`config.mk`:
```
export PLATFORM = sky130hd
export DESIGN_NAME = msbs_row
export DESIGN_NICKNAME = d
export VERILOG_FILES = /design/src/sv/msbs_pkg.sv /design/src/sv/msbs_cell.sv /design/src/sv/msbs_row.sv
export SDC_FILE = /design/constraint.sdc
export NUM_CORES = 1
export LEC_CHECK = 0
export BUFFER_PORTS_ARGS = -buffer_cell sky130_fd_sc_hd__buf_2
export CAP_MARGIN = 20
export CORE_MARGIN = 2
export CORE_UTILIZATION = 45
export DETAILED_ROUTE_END_ITERATION = 10
export PLACE_DENSITY = 0.64
export SLEW_MARGIN = 20
export SYNTH_ARGS = -nofsm -noshare
export SYNTH_HDL_FRONTEND = slang
export SYNTH_SLANG_ARGS = --single-unit
```
`constraint.sdc`:
```
create_clock -name clock -period 2.2 [get_ports clock]
set_input_delay 0.55 -clock clock [delete_from_list [all_inputs] [get_ports clock]]
set_output_delay 0.55 -clock clock [all_outputs]
set_load 0.01 [all_outputs]
```
`src/sv/msbs_pkg.sv`:
```
`default_nettype none

package msbs_pkg;

   // Table and stream sizes.
   localparam int NUM_SIGS     = 16;
   localparam int MAX_SIG_LEN  = 64;
   localparam int MAX_SCAN_LEN = 16384;

   // Derived widths.
   localparam int SIG_W  = (NUM_SIGS > 1) ? $clog2(NUM_SIGS) : 1;
   localparam int CNT_W  = $clog2(NUM_SIGS + 1);
   localparam int POS_W  = (MAX_SIG_LEN > 1) ? $clog2(MAX_SIG_LEN) : 1;
   localparam int LPOS_W = $clog2(MAX_SIG_LEN + 1);
   localparam int SPOS_W = $clog2(MAX_SCAN_LEN + 1);

   // Fixed widths of the result fields.
   localparam int IDX_W = 4;
   localparam int OFF_W = 14;
   localparam int LEN_W = 7;

   // Item kinds.
   localparam logic [1:0] KIND_LOAD  = 2'd0;
   localparam logic [1:0] KIND_SCAN  = 2'd1;
   localparam logic [1:0] KIND_CLEAR = 2'd2;

   typedef struct packed {
      logic [1:0] kind;
      logic [7:0] data_byte;
      logic       final_req;
   } req_type;

   typedef struct packed {
      logic [IDX_W-1:0] sig_index;
      logic [OFF_W-1:0] start_offset;
      logic [LEN_W-1:0] sig_length;
      logic             last;
   } rsp_type;

   typedef enum logic [1:0] {
      ST_IDLE,
      ST_REPLAY,
      ST_EMIT
   } state_type;

   // Signals shared by every cell of a signature row.
   typedef struct packed {
      logic             fresh;
      logic             start;
      logic [7:0]       scan_byte;
      logic [POS_W-1:0] wr_pos;
      logic [7:0]       wr_data;
   } row_ctrl_type;

endpackage

`default_nettype wire

```
`src/sv/msbs_cell.sv`:
```
`default_nettype none

// One signature byte and the flag that the signature prefix ending at
// this byte matches the newest stream bytes.
module msbs_cell (
   input  wire logic                  clock,
   input  wire logic                  reset,
   input  wire msbs_pkg::row_ctrl_type ctrl,
   input  wire logic                  step,
   input  wire logic                  wr_en,
   input  wire logic                  prev_active,
   output logic                       active
);

   logic [7:0] sig_ff;
   logic [7:0] sig_in;
   logic       active_ff;
   logic       active_in;

   always_comb begin
      sig_in = sig_ff;
      if (wr_en) begin
         sig_in = ctrl.wr_data;
      end
   end

   always_comb begin
      active_in = active_ff;
      if (step) begin
         active_in = prev_active && (sig_ff == ctrl.scan_byte);
      end
   end

   always_ff @(posedge clock) begin
      sig_ff <= sig_in;
   end

   always_ff @(posedge clock) begin
      if (reset) begin
         active_ff <= 1'b0;
      end else begin
         active_ff <= active_in;
      end
   end

   assign active = active_ff;

endmodule

`default_nettype wire

```
`src/sv/msbs_row.sv`:
```
`default_nettype none

// A chain of cells holding one signature. Each step hands the match flag
// one cell further along while every cell compares the broadcast byte.
module msbs_row (
   input  wire logic                          clock,
   input  wire logic                          reset,
   input  wire msbs_pkg::row_ctrl_type        ctrl,
   input  wire logic                          step,
   input  wire logic                          wr_en,
   output logic [msbs_pkg::MAX_SIG_LEN-1:0]   active
);

   logic [msbs_pkg::MAX_SIG_LEN-1:0] prev;

   always_comb begin
      prev[0] = ctrl.start;
      for (int j = 1; j < msbs_pkg::MAX_SIG_LEN; j++) begin
         prev[j] = active[j-1] && !ctrl.fresh;
      end
   end

   for (genvar j = 0; j < msbs_pkg::MAX_SIG_LEN; j++) begin : g_cell
      msbs_cell u_cell (
         .clock       (clock),
         .reset       (reset),
         .ctrl        (ctrl),
         .step        (step),
         .wr_en       (wr_en && (ctrl.wr_pos == msbs_pkg::POS_W'(j))),
         .prev_active (prev[j]),
         .active      (active[j])
      );
   end

endmodule

`default_nettype wire

```
# Word-level counts from Yosys, hierarchy flattened

Index checks and enable logic that the tools add are counted.

Equal/unequal tests: 127
Reduce and logical (&&, ||, !) cells: 193

Operator list:

| kind               | number |
|---|---|
| $eq 8x8->1         | 64 |
| $eq 6x6->1 const B | 32 |
| $logic_and 1x1->1  | 191 |
| $eq 6x5->1 const B | 16 |
| $eq 6x4->1 const B | 8 |
| $eq 6x3->1 const B | 4 |
| $eq 6x2->1 const B | 2 |
| $eq 6x1->1 const B | 1 |
| $logic_not 6->1    | 1 |
| $logic_not 1->1    | 1 |

Bits in registers: 576
Input port bits: 28
Output and inout bits: 64
Word-level logic and storage cells: 448

# Logic depth before layout (Yosys ltp)

Gate-level depths: netlist of run 1.

Word-level depth: 3
Depth in mapped cells: 6
Mapped depth without buffers: 4

# Cells and area by module

From an unflattened synthesis of run 1, not the netlist that was laid out.

Cell total of the unflattened synthesis: 1634
Area, all modules: 24587.3 µm²

By module, submodules not included:

| module    | instances | cells each | area an instance (µm²) | seq. area each (µm²) |
|---|---|---|---|---|
| msbs_cell | 64        | 23         | 370.4                  | 260.2 |
| msbs_row  | 1         | 162        | 884.6                  | 0.0 |

# Worst setup path before layout of run 1

Ideal clock, no wire load.

Path kind: input-to-reg
Start: in ctrl[12] (netlist bit)
End: reg g_cell[8].u_cell.sig_ff[0] (enable)
Library setup time: 0.370 ns
Arrival: 1.747 ns
Required time: 1.830 ns
Path slack: 0.083 ns
Stages: 4
Buffers on the path: 2
Cell sequence: or3b_2 clkbuf_1 clkbuf_1 nor2_1

Word-level cells in the longest chain between the ends: 2

RTL lines:

| what                       | RTL line        | source |
|---|---|---|
| from (decl)                | msbs_row.sv:8   | `input wire msbs_pkg::row_ctrl_type ctrl,` |
| $eq 6x4->1                 | msbs_row.sv:29  | `.wr_en (wr_en && (ctrl.wr_pos == msbs_pkg::POS_W'(j))),` |
| $logic_and 1x1->1          | msbs_row.sv:29  |  |
| via g_cell[8].u_cell.wr_en | msbs_cell.sv:10 | `input wire logic wr_en,` |
| to (signal assigned)       | msbs_cell.sv:35 | `sig_ff <= sig_in;` |
| to (decl)                  | msbs_cell.sv:15 | `logic [7:0] sig_ff;` |

The timed path passes the listed nets, and every way through them passes these cells.
A chain may end at the register's enable or synchronous reset.

# Worst setup path in the final report of run 1

Start: reg g_cell[7].u_cell.active_ff
End: out active[7] (netlist bit)

RTL lines:

| what                   | RTL line        | source |
|---|---|---|
| from (decl)            | msbs_cell.sv:17 | `logic active_ff;` |
| from (signal assigned) | msbs_cell.sv:42 | `active_ff <= active_in;` |
| to (decl)              | msbs_row.sv:11  | `output logic [msbs_pkg::MAX_SIG_LEN-1:0] active` |

No word-level cell between the ends.

==> tab_implementation.tex, run 1 <==
\begin{tabular}{lr}
\hline
Metric & Value \\
\hline
\multicolumn{2}{l}{\textbf{Logic synthesis}} \\
Simple-gate area share of the yosys netlist & under 10\% \\
Compound-Gate Fraction of Synth Area & 0.0519\% \\
Number of synthesized register bits & between 500 and 600 \\
Gate count of the mapped netlist & between 1.5k and 2k \\
Largest family of logic cells by synthesized area & XOR/XNOR gates \\
Ys flop type & sky130\_fd\_sc\_hd\_\_edfxtp\_1 \\
Adder-cell share of the synthesized area & 0\% \\
Sequential share of the synthesized area & 69.1\% \\
Synthesized net count & around 1.7k \\
Synthesized cell area & 0.0241 mm2 \\
Share of the synthesized netlist area taken by xor and xnor gates & 18.6\% \\
Post-synthesis cell type count & 21 \\
Number of synthesized flops with an enable pin & approximately 500 \\
Fraction of registers with async set or reset after synthesis & 0\% \\
Synth warnings & 0 \\
Mux share of post-synthesis cell area & 0\% \\
Syn\_area\_per\_cell & 14.7 um2 \\
\multicolumn{2}{l}{\textbf{Timing}} \\
Max-Slew Margin vs Limit & approximately 60\% \\
Fin crit share & $\sim$83\% \\
Skew final & 0.0106 ns \\
Number of setup violations in the final report & 0 \\
Unrepaired setup endpoints after global routing & false \\
Worst-Margin Slew & roughly 0.6 ns \\
Fmax achieved & roughly 550 MHz \\
Total negative setup slack & 0 ns \\
Final hold slack & roughly 0.23 ns \\
Max-slew violation total from the final report & 0 \\
Minimum period implied by the final worst setup slack & 1.82 ns \\
Final number of hold-violating endpoints & 0 \\
\multicolumn{2}{l}{\textbf{Critical path}} \\
Setup slack of the worst register-to-register path & between 0.8 and 0.9 ns \\
Family with the most delay on the worst path & flip-flops \\
CP max stage delay & 0.47 ns \\
Slowest stage cell, crit path & sky130\_fd\_sc\_hd\_\_dfxtp\_1 \\
Critical Path End Type & primary output \\
Worst Path Required & between 1.5 and 2 ns \\
Critical path, cell by cell & buf\_2 \\
Critical Path Source Type & flip-flop \\
Critical path start-end classification & flip-flop to primary output \\
Sum of buffers and inverters on the critical path & 1 \\
Arrival time at the worst endpoint & 1.27 ns \\
Crit-path max FO & 3 \\
\multicolumn{2}{l}{\textbf{Layout}} \\
Net count reported at finish & between 1.5k and 2k \\
Filler Cells Inserted & $\sim$4.4k \\
Proportion of layout cells with a drive suffix above 1 & between 15 and 20\% \\
Utilization after layout & 52.6\% \\
Area added between synthesis and finish & 15.3\% \\
\multicolumn{2}{l}{\textbf{Clock tree}} \\
CTS Sinks & approximately 580 \\
CTS resizes & 0 \\
Clock root buffer master & sky130\_fd\_sc\_hd\_\_clkbuf\_16 \\
Deepest level of the CTS H-tree & 2 \\
Number of buffers added for setup after CTS & 0 \\
Clock edge transition at the registers on the reported setup and hold paths & around 0.06 ns \\
CTS Hold Bufs & 0 \\
Buffer levels on the longest clock path & 3 \\
Later-pin clock latency in the skew report & 0.61 ns \\
Inserted Clock Buffers & 59 \\
TritonCTS clock tree & done \\
\multicolumn{2}{l}{\textbf{GRT}} \\
Largest net degree at the start of global routing & 65 \\
Via count of the first global-routing pass & between 10k and 15k \\
GRT Total Usage & about a fifth \\
Residual overflow from global routing & 0 \\
First-pass GRT wire length & 84900 um \\
Antenna violations before repair & 1 \\
\multicolumn{2}{l}{\textbf{Drt}} \\
Count of TritonRoute iterations in the first routing pass & 5 \\
DRC violations left & 0 \\
Total via count in the routed design & $\sim$13k \\
Vias per cell & 5.21 \\
Avg WL per Cell & $\sim$23 um \\
Detailed-route wire length & 56800 um \\
Antenna Violating Nets Remaining & 0 \\
Starting DRC count in detailed routing & $\sim$850 \\
\multicolumn{2}{l}{\textbf{Die}} \\
Effective utilization at floorplan & a little under half \\
Vertical extent of the die & around 240 um \\
Core Footprint & $\sim$0.053 mm2 \\
Width of the chip & 235 um \\
Total Die Area & around 0.055 mm2 \\
Number of top-level pins & 92 \\
FP Rows & 84 \\
\multicolumn{2}{l}{\textbf{Power}} \\
Static leakage & 0.00999 uW \\
Total power per unit cell area & a little over 800 mW/mm2 \\
Final total power & 22900 uW \\
Maximum vdd drop & approximately 0.64 mV \\
\multicolumn{2}{l}{\textbf{Placement}} \\
Routability congestion estimate from global placement & 0.766 \\
Count of buffers from port buffering & 91 \\
DPL Wire Length & roughly 33000 um \\
\multicolumn{2}{l}{\textbf{Job}} \\
Number of max-cap violations & 0 \\
\multicolumn{2}{l}{\textbf{Status}} \\
Outcome & complete, no violations \\
\multicolumn{2}{l}{\textbf{Min path}} \\
Worst Hold Class & input port to flip-flop \\
\hline
\end{tabular}
-- state kept, by name, summed over array words and instances (netlist names) --
signal	count
g_cell.u_cell.sig_ff	512
g_cell.u_cell.active	64
-- worst paths after layout --
path | start | endpoint | depth (start not counted)
min reg2reg | g_cell[63].u_cell.active | g_cell[63].u_cell.active | 2
max reg2reg | g_cell[55].u_cell.sig_ff[7] | g_cell[55].u_cell.active | 4
max | g_cell[7].u_cell.active | active[7] | 1
min | ctrl[22] | g_cell[0].u_cell.active | 3
-- power breakdown --
part / internal (uW) / switching, uW
clock: 5620 / 4020
combinational: 428 / 843
sequential: 12000 / 23.5
total: 18000 / 4890
-- Yosys cell counts, types with 2 or more instances --
| cell | n | area share, % |
|---|---|---|
| sky130_fd_sc_hd__buf_2 | 54 | 1.1 |
| sky130_fd_sc_hd__buf_4 | 67 | 2.1 |
| sky130_fd_sc_hd__buf_6 | 6 | 0.28 |
| sky130_fd_sc_hd__clkbuf_1 | 11 | 0.17 |
| sky130_fd_sc_hd__dfxtp_1 | 64 | 5.3 |
| sky130_fd_sc_hd__edfxtp_1 | 512 | 64 |
| sky130_fd_sc_hd__nand2_1 | 136 | 2.1 |
| sky130_fd_sc_hd__nand3_1 | 7 | 0.15 |
| sky130_fd_sc_hd__nand3b_1 | 2 | 0.062 |
| sky130_fd_sc_hd__nand4_1 | 64 | 1.7 |
| sky130_fd_sc_hd__nor2_1 | 67 | 1.0 |
| sky130_fd_sc_hd__nor2b_1 | 4 | 0.10 |
| sky130_fd_sc_hd__nor4_1 | 127 | 3.3 |
| sky130_fd_sc_hd__xnor2_1 | 66 | 2.4 |
| sky130_fd_sc_hd__xor2_1 | 446 | 16 |
-- cell usage in the layout (no fill, tap or decap), types with 2 or more instances in the layout --
master	count
sky130_fd_sc_hd__clkinv_2	6
sky130_fd_sc_hd__clkbuf_8	10
sky130_fd_sc_hd__buf_4	108
sky130_fd_sc_hd__xor2_1	446
sky130_fd_sc_hd__buf_12	29
sky130_fd_sc_hd__clkbuf_1	16
sky130_fd_sc_hd__clkinv_4	2
sky130_fd_sc_hd__dfxtp_1	64
sky130_fd_sc_hd__nor2_1	66
sky130_fd_sc_hd__clkbuf_16	61
sky130_fd_sc_hd__bufinv_16	2
sky130_fd_sc_hd__nand2_1	136
sky130_fd_sc_hd__nand4_1	64
sky130_fd_sc_hd__or3b_2	2
sky130_fd_sc_hd__nand3b_1	2
sky130_fd_sc_hd__edfxtp_1	512
sky130_fd_sc_hd__nor4_1	127
sky130_fd_sc_hd__buf_2	83
sky130_fd_sc_hd__nor2b_1	4
sky130_fd_sc_hd__nand3_1	7
sky130_fd_sc_hd__clkinv_1	12
sky130_fd_sc_hd__xnor2_1	66
-- worst reg2reg max path: stages, from the launching register on --
cell	delay [ns]
sky130_fd_sc_hd__edfxtp_1	0.37
sky130_fd_sc_hd__xor2_1	0.15
sky130_fd_sc_hd__nor4_1	0.34
sky130_fd_sc_hd__nand2_1	0.18
sky130_fd_sc_hd__o31ai_1	0.23
-- kinds of logic (layout without fill, tap and decap cells) --
| kind of cell | Yosys count | after routing |
|---|---|---|
| compound gates | 2 | 2 |
| xor+xnor | 512 | 512 |
| buf+inv | 139 | 331 |
| flops | 576 | 576 |
| other cells | 0 | 1 |
| simple gates | 410 | 410 |
-- cell type report --
class	count	area, um2	share of cell area, %
Clock buffer	87	1720	6.21
Timing Repair Buffer	220	1810	6.50
Clock inverter	23	160	0.577
Tap cell	688	861	3.10
Sequential cell	576	16700	60.0
Inverter	1	3.75	0.0135
Antenna cell	1	2.50	0.00901
Multi-Input combinational cell	924	6560	23.6
-- per-stage QoR --
stage                     instance area, um2  worst slack [ns]  std cells
after floorplan                        24100            0.0831       1639
after global placement                 25900            0.0834       2409
after detailed placement               25900            0.0630       2409
after CTS                              27800             0.319       2519
after global routing                   27800             0.337       2520
final                                  27800             0.377       2520
-- routing by layer --
metal,vias to the layer above,track usage [%],wire length (um)
li1,6069,-,-
met1,6655,27.1,24900
met2,338,36.2,28400
met3,77,2.99,2420
met4,0,4.27,1010
met5,-,0,0
No activity file was read; power rests on OpenSTA's default activity.
==> run 2: changes to the inputs <==
clock period = 1.5 ns   (was 2.2 ns; I/O delays follow)
==> run 2 against run 1 <==
Compared with the run above:
- clock-buffer cell count rose by 2
- final cell count increased by 4.2%
- die area stayed put
- utilization up 3.9 points
- non-clock buffer count increased by 104
- global-route usage grew 1.2 points
- sequential share of layout area shrank 3.7 points
==> tab_implementation.tex, run 2 (synthesis gave the netlist of run 1 again) <==
\begin{tabular}{lr}
\hline
Metric & Value \\
\hline
\multicolumn{2}{l}{\textbf{Timing}} \\
Max-slew violation total from the final report & 0 (unchanged) \\
Max-Slew Margin vs Limit & 56.8\% (-2.7 points) \\
Fin crit share & between 90\% and 100\% \\
Fmax achieved & 678 MHz \\
Number of setup violations in the final report & 0 (unchanged) \\
Worst-Margin Slew & 0.648 ns (+0.0412 ns) \\
Final number of hold-violating endpoints & 0 (unchanged) \\
Fin worst setup slack & 0.0256 ns (-0.351 ns) \\
Skew final & 0.0101 ns (-0.000473 ns) \\
Unrepaired setup endpoints after global routing & true \\
Minimum period implied by the final worst setup slack & around 1.5 ns \\
Total negative setup slack & 0 ns (unchanged) \\
\multicolumn{2}{l}{\textbf{Layout}} \\
Area added between synthesis and finish & 23.8\% \\
Most common cell after layout, fill and taps aside & sky130\_fd\_sc\_hd\_\_edfxtp\_1 \\
Net count reported at finish & 1914 (+5.7\%) \\
Largest reg by FF count & g\_cell.u\_cell.sig\_ff \\
Area of the multi-input gates & 0.00705 mm2 (+7.5\%) \\
FF+latch area & 0.0168 mm2 (+0.80\%) \\
Filler Cells Inserted & 4164 (-4.8\%) \\
Flip-flop count of the largest register, all copies and words added & 512 (unchanged) \\
Summed area of non-filler cells in the final layout & 0.0298 mm2 (+7.4\%) \\
Most frequent cells in the layout & 512 x sky130\_fd\_sc\_hd\_\_edfxtp\_1, 446 x sky130\_fd\_sc\_hd\_\_xor2\_1, 186 x sky130\_fd\_sc\_hd\_\_buf\_4 \\
Final instance count without filler cells & 2626 (+4.2\%) \\
Proportion of layout cells with a drive suffix above 1 & 29.3\% (+13 points) \\
\multicolumn{2}{l}{\textbf{Placement}} \\
Count of buffers from port buffering & 91 (unchanged) \\
Routability congestion estimate from global placement & 0.814 (+6.4\%) \\
DPL Wire Length & 37100 um (+12\%) \\
Pre-CTS setup slack & -0.403 ns (-0.466 ns) \\
Number of placed instances, taps included & 2474 (+2.7\%) \\
Placement Cell Area & 0.0272 mm2 (+5.0\%) \\
\multicolumn{2}{l}{\textbf{Clock tree}} \\
Clock edge transition at the registers on the reported setup and hold paths & 0.07 ns (about the same) \\
Deepest level of the CTS H-tree & 2 (unchanged) \\
Buffer levels on the longest clock path & 3 (unchanged) \\
Later-pin clock latency in the skew report & 0.61 ns (about the same) \\
CTS Sinks & 576 (unchanged) \\
Clock root buffer master & sky130\_fd\_sc\_hd\_\_clkbuf\_16 \\
Inserted Clock Buffers & 59 (unchanged) \\
TritonCTS clock tree & done \\
\multicolumn{2}{l}{\textbf{Critical path}} \\
Worst Path Required & 1.12 ns (-0.53 ns) \\
Critical Path End Type & primary output \\
Slowest stage cell, crit path & sky130\_fd\_sc\_hd\_\_dfxtp\_4 \\
Critical path start-end classification & flip-flop to primary output \\
Sum of buffers and inverters on the critical path & 1 (unchanged) \\
Arrival time at the worst endpoint & 1.10 ns (-0.17 ns) \\
Family with the most delay on the worst path & flip-flops \\
Critical Path Source Type & flip-flop \\
Critical path, cell by cell & buf\_6 \\
CP max stage delay & 0.39 ns (-0.08 ns) \\
Crit-path max FO & 3 (unchanged) \\
Critical R2R Launch & g\_cell[55].u\_cell.sig\_ff[4] \\
Origin of the worst setup path & g\_cell[27].u\_cell.active \\
\multicolumn{2}{l}{\textbf{Die}} \\
Total Die Area & 0.0554 mm2 (unchanged) \\
Number of top-level pins & 92 (unchanged) \\
Width of the chip & 235 um (unchanged) \\
FP Rows & 84 (unchanged) \\
Core Footprint & 0.0528 mm2 (unchanged) \\
Vertical extent of the die & 235 um (unchanged) \\
Effective utilization at floorplan & 45.7\% (unchanged) \\
\multicolumn{2}{l}{\textbf{GRT}} \\
Residual overflow from global routing & 0 (unchanged) \\
Largest net degree at the start of global routing & 65 (unchanged) \\
GRT Total Usage & 21.8\% (+1.2 points) \\
Via count of the first global-routing pass & 14.4k (+8.3\%) \\
Antenna violations before repair & 2 (+1) \\
First-pass GRT wire length & 90000 um (+6.0\%) \\
\multicolumn{2}{l}{\textbf{Min path}} \\
Startpoint of the worst hold path & ctrl[7] \\
Worst Hold Class & input port to flip-flop \\
\multicolumn{2}{l}{\textbf{Drt}} \\
Detailed-route wire length & 59900 um (+5.6\%) \\
Antenna Violating Nets Remaining & 0 (unchanged) \\
Vias per cell & 5.23 (+0.38\%) \\
DRC violations left & 0 (unchanged) \\
Avg WL per Cell & 22.8 um (+1.4\%) \\
Total via count in the routed design & 13.7k (+4.6\%) \\
Starting DRC count in detailed routing & 1015 (+20\%) \\
Count of TritonRoute iterations in the first routing pass & 5 (unchanged) \\
\multicolumn{2}{l}{\textbf{Power}} \\
Total power per unit cell area & 1170 mW/mm2 (+42\%) \\
Static leakage & 0.0108 uW (+7.8\%) \\
Final total power & 34900 uW (+52\%) \\
Maximum vdd drop & 0.797 mV (+24\%) \\
\multicolumn{2}{l}{\textbf{Status}} \\
Outcome & complete, no violations \\
\multicolumn{2}{l}{\textbf{Job}} \\
Number of max-cap violations & 0 (unchanged) \\
\hline
\end{tabular}
[run 2: cell types whose count changed in the layout (fill, tap and decap cells not counted), sizes merged]
cell,previous run,this run
buf,220,323
bufinv,2,6
clkinv,20,14
clkinvlp,1,2
clkbuf,87,89
diode,1,2
dlygate4sd3,0,1
[run 2: metrics by stage]
step,util [%],hold WS [ns]
4_1_cts,56.4,0.00243
5_1_grt,56.5,0.0175
2_1_floorplan,-,0.417
3_5_place_dp,51.5,0.451
3_3_place_gp,51.5,0.454
6_report,56.5,0.0263
[run 2: layout make-up]
cell class | instances | share of cell area, %
Sequential cell | 576 | 56.3
Clock inverter | 22 | 0.877
Inverter | 1 | 0.0126
Multi-Input combinational cell | 924 | 23.6
Antenna cell | 2 | 0.0168
Timing Repair Buffer | 324 | 10.3
Tap cell | 688 | 2.89
Clock buffer | 89 | 5.94
[run 2: timing repair]
| action | CTS | global route |
|---|---|---|
| setup endpoints to repair | 63 | 9 |
| cloned | 0 | 0 |
| endpoints found under the hold margin | 1 | 0 |
| hold buffers | 1 | 0 |
| buffers inserted | 37 | 1 |
| gates resized for setup | 109 | 7 |
[run 2: final timing paths]
check,to,slack (ns),depth (start not counted)
setup / recovery,active[27],0.03,1
hold / removal,g_cell[31].u_cell.sig_ff[7],0.03,1
setup reg to reg,g_cell[55].u_cell.active,0.20,4
hold reg to reg,g_cell[17].u_cell.active,0.45,2
[run 2: where the power goes]
part	switching [uW]	internal (uW)	total [uW]
clock network	5990	9140	15100
registers	35.2	17500	17500
logic	1370	822	2200
total	7400	27500	34900
[run 2: layer usage]
layer	vias to the layer above	track usage, %	part of all wire, %
met1	7036	29.4	44
li1	6271	-	-
met4	0	6.22	2.1
met5	-	0	0
met2	350	36.9	49
met3	87	3.01	4.7
==> run 3: changes to the inputs <==
PLACE_DENSITY = 0.62   (was 0.64)
clock period = 1.6 ns   (was 1.5 ns; I/O delays follow)
==> run 3 against run 2 <==
Compared with the run above:
- sequential cell count did not move
- utilization fell by 2.4 points
- clock skew rose by 0.013 ns
- critical endpoint is now active[36]
- clock power fell by 5%
==> tab_implementation.tex, run 3 (synthesis gave the netlist of run 1 again) <==
\begin{tabular}{lr}
\hline
Metric & Value \\
\hline
\multicolumn{2}{l}{\textbf{Timing}} \\
Fin crit share & roughly 100\% \\
Fmax achieved & 631 MHz \\
Max-slew violation total from the final report & 0 (unchanged) \\
Skew final & 0.0236 ns (+0.0135 ns) \\
Minimum period implied by the final worst setup slack & roughly 1.6 ns \\
Final number of hold-violating endpoints & 0 (unchanged) \\
Max-Slew Margin vs Limit & 64.6\% (+7.8 points) \\
Number of setup violations in the final report & 0 (unchanged) \\
Worst-Margin Slew & 0.526 ns (-0.123 ns) \\
Unrepaired setup endpoints after global routing & false \\
\multicolumn{2}{l}{\textbf{Critical path}} \\
Sum of buffers and inverters on the critical path & 1 (unchanged) \\
Number of cells on the critical path & 1 (unchanged) \\
Family with the most delay on the worst path & flip-flops \\
Arrival time at the worst endpoint & 1.18 ns (+0.08 ns) \\
Critical Path Source Type & flip-flop \\
CP max stage delay & 0.42 ns (+0.03 ns) \\
Setup slack of the worst register-to-register path & 0.25 ns (+0.05 ns) \\
Critical Path End Type & primary output \\
Critical path start-end classification & flip-flop to primary output \\
Number of cells on the worst reg-to-reg path & 5 (+1) \\
Critical path, cell by cell & buf\_2 \\
Slowest stage cell, crit path & sky130\_fd\_sc\_hd\_\_dfxtp\_1 \\
Crit-path max FO & 3 (unchanged) \\
Worst Path Required & 1.20 ns (+0.08 ns) \\
\multicolumn{2}{l}{\textbf{Layout}} \\
Proportion of layout cells with a drive suffix above 1 & 21.8\% (-7.5 points) \\
Final instance count without filler cells & 2557 (-2.6\%) \\
Most common cell after layout, fill and taps aside & sky130\_fd\_sc\_hd\_\_edfxtp\_1 \\
Most frequent cells in the layout & 512 x sky130\_fd\_sc\_hd\_\_edfxtp\_1, 446 x sky130\_fd\_sc\_hd\_\_xor2\_1, 136 x sky130\_fd\_sc\_hd\_\_nand2\_1 \\
Filler Cells Inserted & 4299 (+3.2\%) \\
Area added between synthesis and finish & 18.5\% \\
FF+latch area & 0.0167 mm2 (-0.48\%) \\
Summed area of non-filler cells in the final layout & 0.0285 mm2 (-4.3\%) \\
Area of the multi-input gates & 0.00666 mm2 (-5.6\%) \\
Largest reg by FF count & g\_cell.u\_cell.sig\_ff \\
Flip-flop count of the largest register, all copies and words added & 512 (unchanged) \\
Net count reported at finish & 1845 (-3.6\%) \\
\multicolumn{2}{l}{\textbf{Die}} \\
Number of top-level pins & 92 (unchanged) \\
FP Rows & 84 (unchanged) \\
Vertical extent of the die & 235 um (unchanged) \\
Width of the chip & 235 um (unchanged) \\
Core Footprint & 0.0528 mm2 (unchanged) \\
Effective utilization at floorplan & 45.7\% (unchanged) \\
Total Die Area & 0.0554 mm2 (unchanged) \\
\multicolumn{2}{l}{\textbf{GRT}} \\
Residual overflow from global routing & 0 (unchanged) \\
First-pass GRT wire length & 84700 um (-6.0\%) \\
GRT Total Usage & 20.5\% (-1.3 points) \\
Via count of the first global-routing pass & 13.7k (-4.9\%) \\
Largest net degree at the start of global routing & 65 (unchanged) \\
Antenna violations before repair & 3 (+1) \\
\multicolumn{2}{l}{\textbf{Placement}} \\
Number of placed instances, taps included & 2444 (-1.2\%) \\
DPL Wire Length & 33300 um (-10\%) \\
Routability congestion estimate from global placement & 0.787 (-3.4\%) \\
Count of buffers from port buffering & 91 (unchanged) \\
Placement Cell Area & 0.0264 mm2 (-2.7\%) \\
\multicolumn{2}{l}{\textbf{Power}} \\
Static leakage & 0.0103 uW (-4.1\%) \\
Maximum vdd drop & 0.816 mV (+2.3\%) \\
Total power per unit cell area & 1150 mW/mm2 (-2.0\%) \\
\multicolumn{2}{l}{\textbf{Clock tree}} \\
Clock edge transition at the registers on the reported setup and hold paths & 0.06 ns (about the same) \\
Inserted Clock Buffers & 59 (unchanged) \\
CTS Sinks & 576 (unchanged) \\
Buffer levels on the longest clock path & 3 (unchanged) \\
Later-pin clock latency in the skew report & 0.61 ns (about the same) \\
Deepest level of the CTS H-tree & 2 (unchanged) \\
TritonCTS clock tree & done \\
Clock root buffer master & sky130\_fd\_sc\_hd\_\_clkbuf\_16 \\
\multicolumn{2}{l}{\textbf{Min path}} \\
Worst Hold Class & input port to flip-flop \\
WHS Path Cells & 3 (+2) \\
\multicolumn{2}{l}{\textbf{Drt}} \\
Antenna Violating Nets Remaining & 0 (unchanged) \\
Avg WL per Cell & 22.1 um (-3.0\%) \\
Vias per cell & 5.25 (+0.25\%) \\
Detailed-route wire length & 56600 um (-5.5\%) \\
Total via count in the routed design & 13.4k (-2.4\%) \\
DRC violations left & 0 (unchanged) \\
Starting DRC count in detailed routing & 921 (-9.3\%) \\
Count of TritonRoute iterations in the first routing pass & 7 (+2) \\
\multicolumn{2}{l}{\textbf{Job}} \\
Number of max-cap violations & 0 (unchanged) \\
\multicolumn{2}{l}{\textbf{Status}} \\
Outcome & complete, no violations \\
\hline
\end{tabular}
==> run 3: changes by cell type in the layout (fill, tap and decap cells not counted), sizes merged <==
cell         delta
dlygate4sd3     -1
diode           +2
clkinv          -1
clkbuf          -5
bufinv          +2
inv             +2
buf            -68
==> run 3: final timing paths <==
kind / from / endpoint
setup / recovery: g_cell[36].u_cell.active / active[36]
hold / removal: ctrl[22] / g_cell[0].u_cell.active
setup reg to reg: g_cell[37].u_cell.sig_ff[4] / g_cell[37].u_cell.active
hold reg to reg: g_cell[63].u_cell.active / g_cell[63].u_cell.active
==> run 3: what timing repair did <==
action	in CTS	in global routing
gates resized for setup	34	5
pin swaps	0	0
endpoints found under the setup margin	33	5
buffers inserted	0	0
hold buffers	0	0
==> run 3: report_power, final <==
group | switching (uW) | total (uW) | internal (uW) | leakage (uW)
registers | 32.1 | 16500 | 16400 | 0.00514
clock network | 5640 | 14400 | 8710 | 0.00101
logic | 1180 | 1860 | 685 | 0.00418
==> run 3: stage by stage <==
stage	worst slack (ns)	utilization (%)	setup TNS [ns]	total power, uW	hold slack (ns)
after floorplan	-0.0463	-	-7.89	17700	0.417
after global placement	-0.457	50.1	-96.30	18600	0.419
after detailed placement	-0.470	50.1	-101.43	18700	0.446
after CTS	0.000863	54.1	0	33000	0.0689
after global routing	0.000362	54.1	0	33700	0.0916
final	0.0154	54.1	0	32700	0.108
==> run 3: final cells by class <==
| type | instances | share of cell area, % |
|---|---|---|
| Sequential cell | 576 | 58.5 |
| Multi-Input combinational cell | 924 | 23.3 |
| Timing Repair Buffer | 255 | 7.91 |
| Clock buffer | 84 | 6.00 |
| Tap cell | 688 | 3.02 |
| Clock inverter | 25 | 1.18 |
| Antenna cell | 4 | 0.0351 |
| Inverter | 1 | 0.0131 |
==> run 3: metal layers <==
layer	routed length (um)	GRT usage (%)	part of all wire (%)
met1	25000	28.0	44
met3	2990	3.13	5.3
met2	27400	33.9	48
met4	1240	6.12	2.2
met5	0	0	0
==> run 3: tightest hold or removal path, stage by stage <==
cell and delay, ns:
sky130_fd_sc_hd__buf_2 0.10, sky130_fd_sc_hd__nand4b_1 0.08, sky130_fd_sc_hd__o21ai_0 0.08
